--- config.mk ---
export PLATFORM = sky130hd
export DESIGN_NAME = dhd_ctrl
export DESIGN_NICKNAME = d
export VERILOG_FILES = /design/src/rtl/dhd_pkg.sv /design/src/rtl/dhd_ctrl.sv
export SDC_FILE = /design/constraint.sdc
export NUM_CORES = 1
export LEC_CHECK = 0
export BUFFER_PORTS_ARGS = -buffer_cell sky130_fd_sc_hd__buf_2
export CAP_MARGIN = 20
export CORE_AREA = 2 2 39 41
export DETAILED_ROUTE_END_ITERATION = 12
export DIE_AREA = 0 0 41 43
export HOLD_SLACK_MARGIN = 0.12
export SLEW_MARGIN = 15
export SYNTH_ARGS = -nofsm -noshare
export SYNTH_HDL_FRONTEND = slang
export SYNTH_SLANG_ARGS = --single-unit
--- constraint.sdc ---
create_clock -name clock -period 1.7 [get_ports clock]
set_input_delay 0.085 -clock clock [delete_from_list [all_inputs] [get_ports clock]]
set_output_delay 0.085 -clock clock [all_outputs]
set_load 0.05 [all_outputs]
--- src/rtl/dhd_pkg.sv ---
// Shared types, constants and the hash multiply for the dual-hash dedup filter.
// No dependencies; every other file in rtl imports this package.
package dhd_pkg;

   localparam logic [63:0] FNV_BASIS = 64'd1469598103934665603;
   localparam logic [63:0] ALT_BASIS = 64'd1099511628211;
   localparam int          FOLD_SHIFT = 32;
   localparam logic [31:0] COUNT_MAX = 32'hFFFF_FFFF;

   typedef struct packed {
      logic clear;
      logic capture;
      logic mix;
      logic fold;
      logic scan_read;
      logic scan_cmp;
      logic finish;
   } dhd_cmd_type;

   typedef struct packed {
      logic record_last;
      logic table_ok;
      logic scan_last;
   } dhd_status_type;

   // The FNV-1a 64 prime is 2^40 + 0x1B3, so the product is a short sum of shifts.
   function automatic logic [63:0] mul_prime(input logic [63:0] x);
      mul_prime = (x << 40) + (x << 8) + (x << 7) + (x << 5) + (x << 4) + (x << 1) + x;
   endfunction

   function automatic logic [31:0] sat_inc(input logic [31:0] v);
      sat_inc = (v == COUNT_MAX) ? v : v + 32'd1;
   endfunction

endpackage

--- src/rtl/dhd_ctrl.sv ---
// Sequencing state machine of the dual-hash dedup filter.
// Depends on dhd_pkg for the command and status structs.
module dhd_ctrl
   import dhd_pkg::*;
(
   input  logic           clock,
   input  logic           reset,
   input  logic           start,
   input  logic           req_command,
   input  dhd_status_type status,
   output dhd_cmd_type    cmd,
   output logic           busy
);

   typedef enum logic [2:0] {
      ST_IDLE,
      ST_MIX,
      ST_FOLD,
      ST_READ,
      ST_CMP,
      ST_FINISH
   } state_type;

   state_type state_ff;
   state_type state_in;

   always_comb begin
      cmd      = '0;
      state_in = state_ff;
      unique case (state_ff)
         ST_IDLE: begin
            if (start) begin
               if (req_command) begin
                  cmd.clear = 1'b1;
               end else begin
                  cmd.capture = 1'b1;
                  state_in    = ST_MIX;
               end
            end
         end
         ST_MIX: begin
            cmd.mix  = 1'b1;
            state_in = ST_FOLD;
         end
         ST_FOLD: begin
            cmd.fold = 1'b1;
            state_in = (status.record_last && status.table_ok) ? ST_READ : ST_IDLE;
         end
         ST_READ: begin
            cmd.scan_read = 1'b1;
            state_in      = ST_CMP;
         end
         ST_CMP: begin
            cmd.scan_cmp = 1'b1;
            state_in     = status.scan_last ? ST_FINISH : ST_READ;
         end
         ST_FINISH: begin
            cmd.finish = 1'b1;
            state_in   = ST_IDLE;
         end
         default: state_in = ST_IDLE;
      endcase
   end

   always_ff @(posedge clock) begin
      if (reset) begin
         state_ff <= ST_IDLE;
      end else begin
         state_ff <= state_in;
      end
   end

   assign busy = (state_ff != ST_IDLE);

endmodule

==> impl_metrics.csv <==
group,metric,value,unit
min_path,min_path_type,"primary input to flip-flop",
setup_path,crit_slowest_cell,"dfxtp_1",
finish,area_delta_synth_final,63.4,%
finish,largest_reg_flops,3,
sta,worst_slew_pin_slew,265,ps
setup_path,crit_type,"flip-flop to output pin",
floorplan,initial_core_util,13.8,%
placement,dpl-instance-area,287,µm²
finish,top_regs,"state_ff: 3 flops",
sta,slew_headroom,82.1,%
sta,rsz0062_at_grt,"false",
floorplan,die_h,43,µm
setup_path,rrSetupSlack,600,ps
finish,final_util,22.6,%
setup_path,cp-end-kind,"output pin",
routing,drt_pre_antenna_iters,2,
setup_path,critPathArrivalTime,1310,ps
finish,drive_gt1_share,52.5,%
sta,fin_setup_tns,0,ps
status,status,"finished, final reports clean",
yosys,ys.warnings.count,0,
yosys,syn_area_per_cell,8.70,µm²
sta,hold_violations,0,
yosys,syn-cell-area,191,µm²
finish,fin_nets,48,
clock_tree,post_cts_buffers,0,
setup_path,crit_buf_inv,1,
pwr,powerDensity,875,nW/µm²
sta,finalSetupViolations,0,
routing,drt_iter0_drc,4,
global_routing,grt.overflow.total,0,
finish,final_common_cell,"buf_2",
global_routing,antenna_found_initial,0,
setup_path,cp-start-kind,"flip-flop",
yosys,syn-instance-count,22,
setup_path,critPathMaxFanout,8,
floorplan,rows,14,
placement,dp.cells,52,
clock_tree,cts_resized,0,
clock_tree,cts_buffers,3,
pwr,cellLeakagePower,0.172,nW
setup_path,crit_family,"simple AND/OR/NAND/NOR gates",
clock_tree,ctsHtreeMaxLevel,1,
global_routing,grt_pass1_wl,696,µm
sta,clock_skew,0.337,ps
clock_tree,cts.sinks,3,
floorplan,die_area,1760,µm²
yosys,ys_types,18,
clock_tree,cts.hold.buffers_added,0,
clock_tree,cts_tree,"yes",
routing,vias_per_cell,4.00,
finish,fillers,152,
finish,top_register,"state_ff",
global_routing,grt.total_usage,6.53,%
floorplan,core_region_area,1380,µm²
sta,period_needed,1400,ps
global_routing,grt_pass1_vias,207,
finish,stdcell_area,313,µm²
clock_tree,clock_latency,230,ps
clock_tree,cts_buffer_depth,2,
flow_run,max_cap_violations,0,
placement,portBuffers,14,
routing,ant_nets,0,
finish,final_cell_mix,"buf_2 (14), clkbuf_4 (3), dfxtp_1 (3)",
setup_path,critPathRequiredTime,1620,ps
sta,finalMaxSlewViolations,0,
yosys,synth.ff_latch_count,3,
routing,wirelength,441,µm
sta,finalCritPeriodShare,82.1,%
pwr,power,0.274,mW
sta,max_freq,0.716,GHz
finish,antenna-diode-count,0,
setup_path,crit_chain,"nor3_2, and3_1, buf_2",
clock_tree,clkSlewWorstSetupHoldPaths,40,ps
placement,gp_congestion,0.651,
pwr,peakVddDrop,174,µV
global_routing,grt_max_degree,9,
yosys,synth-seq-area-share,31.4,%
floorplan,die_w,41,µm
finish,instances_no_fill,56,
routing,wire_per_inst,7.88,µm
routing,via_count,224,
setup_path,slowest_delay,370,ps
clock_tree,cts_root_buffer,"clkbuf_4",
floorplan,pin_count,15,
routing,drc,0,
yosys,syn_nets,29,
==> worst reg2reg max path: stages, from the launching register on <==
cell and delay, ps:
dfxtp_1 460, nor3b_2 90, and3_1 200, o31a_1 230
==> worst paths after layout <==
check | cells after the start | endpoint | start
setup / recovery | 3 | cmd[6] | state_ff[2]
hold / removal | 3 | state_ff[1] | reset
setup reg to reg | 3 | state_ff[1] | state_ff[2]
hold reg to reg | 2 | state_ff[2] | state_ff[2]
==> synth_stat cells <==
library cell | count | area, µm²
o31a_1 | 1 | 8.76
and2_1 | 1 | 6.26
nor4b_1 | 1 | 8.76
and3b_2 | 1 | 10.0
nand2b_1 | 1 | 6.26
nor3b_2 | 1 | 12.5
inv_1 | 1 | 3.75
a21oi_1 | 1 | 5.00
and3_1 | 2 | 12.5
nor2b_1 | 1 | 6.26
and3b_1 | 1 | 8.76
o21a_1 | 1 | 7.51
a31oi_1 | 1 | 6.26
nor3_2 | 1 | 10.0
nor3b_1 | 1 | 7.51
nor2_1 | 2 | 7.51
nand2_1 | 1 | 3.75
dfxtp_1 | 3 | 60.1
==> kinds of logic (layout without fill, tap and decap cells) <==
family / after synthesis / count (layout) / share of synthesized area (%)
compound gates: 4 / 4 / 14.4
simple gates: 14 / 14 / 52.3
flops: 3 / 3 / 31.4
buf+inv: 1 / 19 / 1.96
==> layout make-up <==
class	count	area (µm²)	share of cell area [%]
repair buffers	14	70.1	22.4
flip-flops and latches	3	60.1	19.2
multi-input cells	18	133	42.4
inverters	1	3.75	1.20
well taps	16	20.0	6.40
clock buffers	4	26.3	8.40
==> metrics by stage <==
| stage | hold slack, ps | setup WS (ps) |
|---|---|---|
| after floorplan | 259 | 144 |
| after global routing | 145 | 214 |
| after detailed placement | 369 | 537 |
| after global placement | 371 | 555 |
| after CTS | 122 | 278 |
| final | 128 | 304 |
==> report_power, final <==
group	total, mW	switching, mW	internal [mW]
logic	0.0713	0.0494	0.0218
registers	0.0795	0.00553	0.0740
clock network	0.123	0.0350	0.0878
total	0.274	0.0899	0.184
==> metal layers <==
layer	global-route usage (%)	vias to the layer above	share of wire, %
li1	-	117	-
met1	5.48	102	31
met5	0	-	0
met4	8.00	0	0
met3	3.14	0	11
met2	9.38	5	57
(Power assumes the default switching activity.)
